`config.mk`:
```
export PLATFORM = sky130hd
export DESIGN_NAME = thermistor_beta_temperature_unit
export DESIGN_NICKNAME = d
export VERILOG_FILES = /design/src/rtl/core/tbt_pkg.sv /design/src/rtl/core/tbt_divider.sv /design/src/rtl/core/tbt_log.sv /design/src/rtl/core/thermistor_beta_temperature_unit.sv
export VERILOG_INCLUDE_DIRS = /design/src /design/src/rtl/core
export SDC_FILE = /design/constraint.sdc
export NUM_CORES = 2
export LEC_CHECK = 0
export BUFFER_PORTS_ARGS = -buffer_cell sky130_fd_sc_hd__buf_4
export CORE_MARGIN = 2
export CORE_UTILIZATION = 30
export DETAILED_ROUTE_END_ITERATION = 12
export GPL_TIMING_DRIVEN = 0
export PLACE_DENSITY = 0.42
export RECOVER_POWER = 25
export SYNTH_ARGS = -nofsm -noshare
export SYNTH_HDL_FRONTEND = slang
export SYNTH_SLANG_ARGS = --single-unit
```
`constraint.sdc`:
```
create_clock -name clk -period 9.07 [get_ports clk]
set_input_delay 0.4535 -clock clk [delete_from_list [all_inputs] [get_ports clk]]
set_output_delay 0.4535 -clock clk [all_outputs]
set_load 0.01 [all_outputs]
```
`src/rtl/core/thermistor_beta_temperature_unit_macros.svh`:
```
// Assertion helpers for the thermistor temperature unit.
`ifndef THERMISTOR_BETA_TEMPERATURE_UNIT_MACROS_SVH
`define THERMISTOR_BETA_TEMPERATURE_UNIT_MACROS_SVH
`ifndef SYNTHESIS
`define TBT_ASSERT_IMP(label, ante, cons) \
    label: assert property (@(posedge clk) disable iff (!rst_n) (ante) |-> (cons)) \
        else $error("tbt assertion failed");
`define TBT_ASSERT_NEXT(label, ante, cons) \
    label: assert property (@(posedge clk) disable iff (!rst_n) (ante) |=> (cons)) \
        else $error("tbt assertion failed");
`else
`define TBT_ASSERT_IMP(label, ante, cons)
`define TBT_ASSERT_NEXT(label, ante, cons)
`endif
`endif

```
`src/rtl/core/tbt_pkg.sv`:
```
`timescale 1ns / 1ps
package tbt_pkg;

    typedef enum logic [3:0] {
        ST_ACC,
        ST_MUL,
        ST_DIV1_GO,
        ST_DIV1,
        ST_LOG_GO,
        ST_LOG,
        ST_DIV2_GO,
        ST_DIV2,
        ST_OUT
    } tbt_state_t;

    typedef enum logic [2:0] {
        LG_IDLE,
        LG_NORM,
        LG_SQ,
        LG_SCALE,
        LG_ROUND
    } tbt_lg_state_t;

    localparam logic [1:0] STAT_OK       = 2'd0;
    localparam logic [1:0] STAT_ZERO_SUM = 2'd1;
    localparam logic [1:0] STAT_LOG_NEG  = 2'd2;
    localparam logic [1:0] STAT_SAT      = 2'd3;

    localparam logic [1:0] CFG_SERIES = 2'd0;
    localparam logic [1:0] CFG_BETA   = 2'd1;
    localparam logic [1:0] CFG_LOG_RX = 2'd2;

    localparam int LN_W = 21;
    localparam logic [31:0] LN2_Q32 = 32'd2977044472;
    localparam logic [15:0] KELVIN_OFFSET = 16'd2730;
    localparam int TEMP_Q_LIMIT = 35497;
    localparam logic [31:0] RES_MAX = 32'hFFFF_FFFF;

endpackage

```
`src/rtl/core/tbt_divider.sv`:
```
`timescale 1ns / 1ps
module tbt_divider #(
    parameter int NUM_W = 38,
    parameter int DEN_W = 25
) (
    input  logic             clk,
    input  logic             rst_n,
    input  logic             start,
    input  logic [NUM_W-1:0] num,
    input  logic [DEN_W-1:0] den,
    output logic             done,
    output logic [NUM_W-1:0] quot
);
    localparam int CNT_W = $clog2(NUM_W + 1);

    logic             busy_reg;
    logic             done_reg;
    logic [CNT_W-1:0] cnt_reg;
    logic [DEN_W:0]   rem_reg;
    logic [NUM_W-1:0] quo_reg;
    logic [DEN_W-1:0] den_reg;

    logic [DEN_W:0]   rem_sh;
    logic             fits;
    logic [DEN_W:0]   rem_next;

    // trial subtract of one quotient bit
    always_comb
    begin
        rem_sh   = {rem_reg[DEN_W-1:0], quo_reg[NUM_W-1]};
        fits     = (rem_sh >= {1'b0, den_reg});
        rem_next = fits ? (rem_sh - {1'b0, den_reg}) : rem_sh;
    end

    // shift one bit per cycle, numerator out at the top, quotient in at the bottom
    always_ff @(posedge clk or negedge rst_n)
    begin
        if (!rst_n)
        begin
            busy_reg <= 1'b0;
            done_reg <= 1'b0;
            cnt_reg  <= '0;
            rem_reg  <= '0;
            quo_reg  <= '0;
            den_reg  <= '0;
        end
        else if (start)
        begin
            busy_reg <= 1'b1;
            done_reg <= 1'b0;
            cnt_reg  <= '0;
            rem_reg  <= '0;
            quo_reg  <= num;
            den_reg  <= den;
        end
        else if (busy_reg)
        begin
            rem_reg <= rem_next;
            quo_reg <= {quo_reg[NUM_W-2:0], fits};
            cnt_reg <= cnt_reg + 1'b1;
            if (cnt_reg == CNT_W'(NUM_W - 1))
            begin
                busy_reg <= 1'b0;
                done_reg <= 1'b1;
            end
        end
        else
        begin
            done_reg <= 1'b0;
        end
    end

    assign done = done_reg;
    assign quot = quo_reg;
endmodule

```
`src/rtl/core/tbt_log.sv`:
```
`timescale 1ns / 1ps
module tbt_log (
    input  logic                    clk,
    input  logic                    rst_n,
    input  logic                    start,
    input  logic [31:0]             r,
    output logic                    done,
    output logic [tbt_pkg::LN_W-1:0] ln
);
    import tbt_pkg::*;

    tbt_lg_state_t   state_reg, state_next;
    logic [31:0]     m_reg, m_next;
    logic [4:0]      k_reg, k_next;
    logic [19:0]     frac_reg, frac_next;
    logic [4:0]      it_reg, it_next;
    logic [56:0]     prod_reg, prod_next;
    logic [LN_W-1:0] ln_reg, ln_next;
    logic            done_reg, done_next;

    logic [63:0]     sq;
    logic [32:0]     sq_top;
    logic [56:0]     rounded;

    always_ff @(posedge clk or negedge rst_n)
    begin
        if (!rst_n)
        begin
            state_reg <= LG_IDLE;
            m_reg     <= '0;
            k_reg     <= '0;
            frac_reg  <= '0;
            it_reg    <= '0;
            prod_reg  <= '0;
            ln_reg    <= '0;
            done_reg  <= 1'b0;
        end
        else
        begin
            state_reg <= state_next;
            m_reg     <= m_next;
            k_reg     <= k_next;
            frac_reg  <= frac_next;
            it_reg    <= it_next;
            prod_reg  <= prod_next;
            ln_reg    <= ln_next;
            done_reg  <= done_next;
        end
    end

    // normalize, square for one fraction bit per cycle, then scale by ln 2 and round
    always_comb
    begin
        state_next = state_reg;
        m_next     = m_reg;
        k_next     = k_reg;
        frac_next  = frac_reg;
        it_next    = it_reg;
        prod_next  = prod_reg;
        ln_next    = ln_reg;
        done_next  = 1'b0;
        sq         = {32'd0, m_reg} * {32'd0, m_reg};
        sq_top     = sq[63:31];
        rounded    = prod_reg + (57'd1 << 35);
        case (state_reg)
            LG_IDLE:
            begin
                if (start)
                begin
                    m_next     = r;
                    k_next     = 5'd31;
                    frac_next  = '0;
                    state_next = LG_NORM;
                end
            end
            LG_NORM:
            begin
                if (m_reg[31])
                begin
                    it_next    = '0;
                    state_next = LG_SQ;
                end
                else
                begin
                    m_next = {m_reg[30:0], 1'b0};
                    k_next = k_reg - 1'b1;
                end
            end
            LG_SQ:
            begin
                frac_next = {frac_reg[18:0], sq_top[32]};
                m_next    = sq_top[32] ? sq_top[32:1] : sq_top[31:0];
                it_next   = it_reg + 1'b1;
                if (it_reg == 5'd19)
                begin
                    state_next = LG_SCALE;
                end
            end
            LG_SCALE:
            begin
                prod_next  = {32'd0, k_reg, frac_reg} * {25'd0, LN2_Q32};
                state_next = LG_ROUND;
            end
            LG_ROUND:
            begin
                ln_next    = rounded[36+LN_W-1:36];
                done_next  = 1'b1;
                state_next = LG_IDLE;
            end
            default:
            begin
                state_next = LG_IDLE;
            end
        endcase
    end

    assign done = done_reg;
    assign ln   = ln_reg;
endmodule

```
`src/rtl/core/thermistor_beta_temperature_unit.sv`:
```
`timescale 1ns / 1ps
// The time from the accepted last sample of a reading to m_tvalid is set by two
// bit-serial divides (38 quotient bits each) and the log unit (0 to 31 normalize
// shifts plus 20 squaring steps); a zero-sum reading goes straight to ST_OUT.
// Throughput: one sample per cycle between readings; input stalls while a reading
// computes and until its result is taken.
// Reset (rst_n, async, active low): clears accumulator, count and sequencer; registers
// return to series 2200, beta 63200, log_rx -264765.
module thermistor_beta_temperature_unit #(
    parameter int SAMPLES_PER_READING = 20,
    parameter int ADC_BITS = 12
) (
    input  logic        clk,
    input  logic        rst_n,
    input  logic        s_tvalid,
    output logic        s_tready,
    input  logic [15:0] s_tdata,   // [11:0] adc_sample
    output logic        m_tvalid,
    input  logic        m_tready,
    output logic [55:0] m_tdata,   // [15:0] temp_tenths_c, [47:16] resistance_ohms,
                                   // [49:48] status
    input  logic        cfg_we,
    input  logic [1:0]  cfg_index,
    input  logic [23:0] cfg_wdata
);
    import tbt_pkg::*;

    localparam int CNT_W  = $clog2(SAMPLES_PER_READING + 1);
    localparam int SUM_W  = ADC_BITS + CNT_W;
    localparam int PROD_W = 20 + SUM_W;
    localparam int NUM_W  = (PROD_W > 38) ? PROD_W : 38;
    localparam int DEN_W  = (SUM_W > 25) ? SUM_W : 25;
    localparam logic [SUM_W-1:0] FULL = SUM_W'(SAMPLES_PER_READING) << ADC_BITS;
    localparam logic [15:0] ADC_MASK = 16'((32'd1 << ADC_BITS) - 1);

    tbt_state_t        state_reg, state_next;
    logic [19:0]       series_reg;
    logic [19:0]       beta_reg;
    logic [23:0]       rx_reg;
    logic [SUM_W-1:0]  sum_reg, sum_next;
    logic [CNT_W-1:0]  cnt_reg, cnt_next;
    logic [SUM_W-1:0]  rd_sum_reg, rd_sum_next;
    logic [PROD_W-1:0] prod_reg, prod_next;
    logic [31:0]       res_reg, res_next;
    logic [25:0]       d_reg, d_next;
    logic [15:0]       temp_reg, temp_next;
    logic [1:0]        stat_reg, stat_next;

    logic [15:0]       samp;
    logic [SUM_W-1:0]  sum_add;
    logic              div_start;
    logic [NUM_W-1:0]  div_num;
    logic [DEN_W-1:0]  div_den;
    logic              div_done;
    logic [NUM_W-1:0]  div_quot;
    logic              log_start;
    logic              log_done;
    logic [LN_W-1:0]   log_ln;
    logic signed [25:0] diff;
    logic [NUM_W-1:0]  beta_num;

    // configuration writes
    always_ff @(posedge clk or negedge rst_n)
    begin
        if (!rst_n)
        begin
            series_reg <= 20'd2200;
            beta_reg   <= 20'd63200;
            rx_reg     <= 24'hFBF5C3;
        end
        else if (cfg_we)
        begin
            case (cfg_index)
                CFG_SERIES: series_reg <= cfg_wdata[19:0];
                CFG_BETA:   beta_reg   <= cfg_wdata[19:0];
                CFG_LOG_RX: rx_reg     <= cfg_wdata;
                default:    ;
            endcase
        end
    end

    always_ff @(posedge clk or negedge rst_n)
    begin
        if (!rst_n)
        begin
            state_reg  <= ST_ACC;
            sum_reg    <= '0;
            cnt_reg    <= '0;
            rd_sum_reg <= '0;
            prod_reg   <= '0;
            res_reg    <= '0;
            d_reg      <= '0;
            temp_reg   <= '0;
            stat_reg   <= STAT_OK;
        end
        else
        begin
            state_reg  <= state_next;
            sum_reg    <= sum_next;
            cnt_reg    <= cnt_next;
            rd_sum_reg <= rd_sum_next;
            prod_reg   <= prod_next;
            res_reg    <= res_next;
            d_reg      <= d_next;
            temp_reg   <= temp_next;
            stat_reg   <= stat_next;
        end
    end

    assign samp     = {4'd0, s_tdata[11:0]} & ADC_MASK;
    assign sum_add  = sum_reg + SUM_W'(samp);
    assign diff     = $signed({{(26-LN_W){1'b0}}, log_ln}) - $signed({{2{rx_reg[23]}}, rx_reg});
    assign beta_num = NUM_W'({beta_reg, 16'd0}) + NUM_W'({beta_reg, 14'd0})
                      + NUM_W'(d_reg[24:0]);

    // pick divider operands for the current divide
    always_comb
    begin
        div_start = (state_reg == ST_DIV1_GO) || (state_reg == ST_DIV2_GO);
        if (state_reg == ST_DIV2_GO)
        begin
            div_num = beta_num;
            div_den = DEN_W'({d_reg[24:0], 1'b0});
        end
        else
        begin
            div_num = NUM_W'(prod_reg);
            div_den = DEN_W'(rd_sum_reg);
        end
        log_start = (state_reg == ST_LOG_GO);
    end

    // reading sequencer
    always_comb
    begin
        state_next  = state_reg;
        sum_next    = sum_reg;
        cnt_next    = cnt_reg;
        rd_sum_next = rd_sum_reg;
        prod_next   = prod_reg;
        res_next    = res_reg;
        d_next      = d_reg;
        temp_next   = temp_reg;
        stat_next   = stat_reg;
        case (state_reg)
            ST_ACC:
            begin
                if (s_tvalid)
                begin
                    if (cnt_reg == CNT_W'(SAMPLES_PER_READING - 1))
                    begin
                        sum_next    = '0;
                        cnt_next    = '0;
                        rd_sum_next = sum_add;
                        temp_next   = '0;
                        stat_next   = STAT_OK;
                        if (sum_add == '0)
                        begin
                            res_next   = RES_MAX;
                            stat_next  = STAT_ZERO_SUM;
                            state_next = ST_OUT;
                        end
                        else
                        begin
                            state_next = ST_MUL;
                        end
                    end
                    else
                    begin
                        sum_next = sum_add;
                        cnt_next = cnt_reg + 1'b1;
                    end
                end
            end
            ST_MUL:
            begin
                prod_next  = {{SUM_W{1'b0}}, series_reg} * {20'd0, FULL - rd_sum_reg};
                state_next = ST_DIV1_GO;
            end
            ST_DIV1_GO:
            begin
                state_next = ST_DIV1;
            end
            ST_DIV1:
            begin
                if (div_done)
                begin
                    if (|div_quot[NUM_W-1:32])
                    begin
                        res_next   = RES_MAX;
                        stat_next  = STAT_SAT;
                        state_next = ST_LOG_GO;
                    end
                    else if (div_quot[31:0] == 32'd0)
                    begin
                        res_next   = '0;
                        stat_next  = STAT_LOG_NEG;
                        state_next = ST_OUT;
                    end
                    else
                    begin
                        res_next   = div_quot[31:0];
                        state_next = ST_LOG_GO;
                    end
                end
            end
            ST_LOG_GO:
            begin
                state_next = ST_LOG;
            end
            ST_LOG:
            begin
                if (log_done)
                begin
                    if (diff[25] || (diff == 26'sd0))
                    begin
                        stat_next  = STAT_LOG_NEG;
                        state_next = ST_OUT;
                    end
                    else
                    begin
                        d_next     = diff;
                        state_next = ST_DIV2_GO;
                    end
                end
            end
            ST_DIV2_GO:
            begin
                state_next = ST_DIV2;
            end
            ST_DIV2:
            begin
                if (div_done)
                begin
                    if (div_quot > NUM_W'(TEMP_Q_LIMIT))
                    begin
                        temp_next = 16'h7FFF;
                        stat_next = STAT_SAT;
                    end
                    else
                    begin
                        temp_next = div_quot[15:0] - KELVIN_OFFSET;
                    end
                    state_next = ST_OUT;
                end
            end
            ST_OUT:
            begin
                if (m_tready)
                begin
                    state_next = ST_ACC;
                end
            end
            default:
            begin
                state_next = ST_ACC;
            end
        endcase
    end

    tbt_divider #(
        .NUM_W(NUM_W),
        .DEN_W(DEN_W)
    ) u_div (
        .clk   (clk),
        .rst_n (rst_n),
        .start (div_start),
        .num   (div_num),
        .den   (div_den),
        .done  (div_done),
        .quot  (div_quot)
    );

    tbt_log u_log (
        .clk   (clk),
        .rst_n (rst_n),
        .start (log_start),
        .r     (res_reg),
        .done  (log_done),
        .ln    (log_ln)
    );

    assign s_tready = (state_reg == ST_ACC);
    assign m_tvalid = (state_reg == ST_OUT);
    assign m_tdata  = {6'd0, stat_reg, res_reg, temp_reg};

`include "thermistor_beta_temperature_unit_macros.svh"

    `TBT_ASSERT_IMP(a_no_take_while_out, m_tvalid, !s_tready)
    `TBT_ASSERT_IMP(a_zero_sum_open, m_tvalid && (m_tdata[49:48] == STAT_ZERO_SUM),
                    m_tdata[47:16] == RES_MAX)
    `TBT_ASSERT_IMP(a_log_neg_temp, m_tvalid && (m_tdata[49:48] == STAT_LOG_NEG),
                    m_tdata[15:0] == 16'd0)
    `TBT_ASSERT_NEXT(a_div_start_busy, div_start, !div_done)
endmodule
```
==> metrics.txt <==
Arr. time, crit path=9.37 ns; 1st-iter DRT viols=approximately 3,500; Worst slew margin=-1.90; Synth Flop Type=dfrtp_1; max reg flops=38; Reg clk slew, reported paths=approximately 0.070 ns; final hold vios=0; first-pass GRT wire length=399,000 µm; Critical Path Max Stage Delay=~0.56 ns; Initial Util=0.301; largest net degree at the start of global routing=between 100 and 150; cell mode on critical path=fa_1; CP Capture Type=flop; Async S/R FF share, synth=1.00; DP HPWL=between 200,000 and 250,000 µm; core area=between 0.2 and 0.25 mm²; Synth Cell Area=roughly 0.074 mm²; post-route antenna net violation count=0; met2 WL=123,000 µm; leakage=around 0.042 µW; Clk Tree Root Cell=clkbuf_16; Total GRT Usage=0.216; CTS H-tree depth=2; Fill cells=approximately 26,000; Mapped Cells=around 7,800; status=complete, but fails checks; fin area=0.0815 mm²; unrepaired setup endpoints after global routing=yes; CP max-delay cell=fa_1; Site Rows=182; Fmax achieved=113 MHz; post-synthesis sequential area ratio=0.144; number of synthesized register bits=around 420; synth-to-layout area growth=10.2%; final setup margin=~0.22 ns; dpl ws=-2.92 ns; crit path max fanout=10; final wirelength=about 270,000 µm; worst-skew pair later-pin latency=~0.67 ns; number of buffers on the longest clock path=3; crit share post-route=0.976; Top Layer Used=met5; Via-to-Cell Ratio=a little under 5; min Tclk post-route=approximately 9 ns; worst path bufs/invs=8; Port Buffers=94; Routability Congestion=roughly 0.93; CP delay by family, top=adder cells; layout cells sized above 1=0.0709; Die Wd=500 µm; hold_ws=between 0.04 and 0.05 ns; final number of setup-violating endpoints=0; DR WL met3=approximately 13,000 µm; initial antenna violation count=14; Ports=~110; routed via count=approximately 54,000; worst hold path type=in -> reg; Placed Area=~0.08 mm²; drt pass-1 iters=7; CTS tree=built; max cap viols=1; Peak VDD IR=0.140 mV; GR Overflow Total=0; final core occ=0.332; Worst-Margin Slew=about 4.3 ns; critical path startpoint category=flop; WL per Instance=approximately 24 µm; PwrDens=~73 mW/mm²; crit path kind=reg -> reg; EDFF count, synth=0; Clock Sink Count=about 420; vias in the first global route=roughly 59,000; failing checks=max-capacitance violations, max-slew violations; Max Slew Vio Count=69; Die Area=~0.25 mm²; Ys Warns=0; clk_skew=between 0.03 and 0.04 ns; Unique masters post-synth=83; DRT met1 WL=around 120,000 µm; Avg Inst Size Synth=9.47 µm²; Nets=between 10,000 and 15,000; CP required=roughly 9.6 ns; die height=about 500 µm; CTS Buf Count=52; DRC viols=0
[worst register-to-register path: cells and delay by family (launching register included)]
family | cells | cell delay (ns)
and+or+nand+nor | 2 | 0.42
buffers and inverters | 8 | 1.74
DFF | 1 | 0.46
AOI/OAI and AO/OA | 9 | 2.19
adders and majority gates | 8 | 3.90
[final timing paths]
path	startpoint	end	slack (ns)	cells past startpoint
setup / recovery	u_log.m_reg[1]	u_log.m_reg[5]	0.22	27
hold / removal	cfg_wdata[20]	rx_reg[20]	0.05	2
setup reg to reg	u_log.m_reg[1]	u_log.m_reg[5]	0.22	27
hold reg to reg	prod_reg[16]	prod_reg[16]	0.48	2
max in group asynchronous	rst_n	u_log.m_reg[7]	4.32	5
min in group asynchronous	rst_n	series_reg[9]	1.88	2
[cell type report]
class                      count  area [µm²]  share of cell area
multi-input combinational   5281       55700               0.683
sequential                   424       10700               0.131
inverter                    1774        6670              0.0818
tap                         3220        4030              0.0494
buffer                       320        1730              0.0212
clock buffer                  67        1410              0.0173
timing repair buffer         118         970              0.0119
clock inverter                26         313             0.00384
antenna                        7        17.5            0.000215
[per-layer routing]
| metal | up-vias | global-route usage |
|---|---|---|
| met4 | 6 | 0.0814 |
| met2 | 1433 | 0.349 |
| met1 | 28000 | 0.296 |
| met3 | 340 | 0.0251 |
| met5 | - | 0 |
| li1 | 24700 | - |
[cells in the final DEF (no fill, tap or decap), types with 40 or more instances in the layout]
cell	instances
clkbuf_2	41
and2_1	328
nand3_1	70
fa_1	1338
dfrtp_1	375
clkbuf_1	198
mux2i_1	66
nor3_1	54
mux2_2	99
ha_1	778
buf_4	118
a31oi_1	46
a21o_1	83
inv_1	1771
o21ai_0	270
xor2_1	108
nand2_1	793
o21a_1	43
clkbuf_16	53
nand4_1	40
xnor2_1	128
a21oi_1	245
nor2_1	208
[Yosys cell counts (12+ instances only)]
cell type | count | area (µm²)
o22a_1 | 36 | 315
nand2b_1 | 36 | 225
and3_1 | 28 | 175
o21a_1 | 43 | 323
nand3_1 | 73 | 365
or2_2 | 18 | 113
o211ai_1 | 29 | 218
nand4_1 | 40 | 250
nand2_1 | 796 | 2990
clkbuf_1 | 303 | 1140
ha_1 | 781 | 9770
a211oi_1 | 21 | 158
dfrtp_1 | 394 | 9860
mux2_2 | 99 | 1110
a21o_1 | 83 | 623
nor4_1 | 21 | 131
mux2i_1 | 66 | 661
nor2b_1 | 32 | 200
fa_1 | 1338 | 26800
o22ai_1 | 28 | 175
o21bai_1 | 24 | 180
dfstp_2 | 30 | 788
nor3_1 | 55 | 275
a21oi_1 | 247 | 1240
a31oi_1 | 50 | 313
nor2_1 | 212 | 796
xnor2_1 | 130 | 1140
a31o_2 | 16 | 140
o221ai_1 | 18 | 158
buf_1 | 13 | 48.8
or3_1 | 19 | 119
inv_1 | 1772 | 6650
and2_1 | 329 | 2060
o21ai_0 | 272 | 1360
o31ai_1 | 24 | 180
a22o_1 | 14 | 123
mux2_4 | 12 | 180
xor2_1 | 109 | 955
a22oi_1 | 24 | 180
[through the flow]
stage,cells,setup TNS (ns),total power [µW]
3_5_place_dp,11100,-82.18,3730
6_report,11200,0,5910
2_1_floorplan,7810,0,3130
3_3_place_gp,11100,-83.22,3710
4_1_cts,11200,0,5980
5_1_grt,11200,-0.140,6230
[logic make-up (layout without fill, tap and decap cells)]
group | Yosys count | count (layout) | share of synthesized area
buffers and inverters | 2105 | 2305 | 0.107
other | 1 | 13 | 0.0000507
muxes | 177 | 177 | 0.0264
and+or+nand+nor | 1695 | 1695 | 0.108
adders and majority gates | 2119 | 2119 | 0.494
AOI/OAI and AO/OA | 1045 | 1045 | 0.0912
DFF | 424 | 424 | 0.144
xor gates and xnor gates | 239 | 239 | 0.0283
[report_power, final]
group          total, µW  leakage (µW)  internal, µW  switching [µW]
registers           2030       0.00566          1960            66.2
clock network       2200      0.000841          1270             935
logic               1680        0.0360           639            1040
total               5910        0.0425          3870            2040
[timing repair]
action                                  in CTS  in global routing
endpoints found under the hold margin       56                  0
endpoints found under the setup margin      43                 36
resized for setup                          231                101
hold buffers                                 3                  0
buffers inserted                             4                 10
pin swaps                                    3                 10
(Power assumes the default switching activity.)
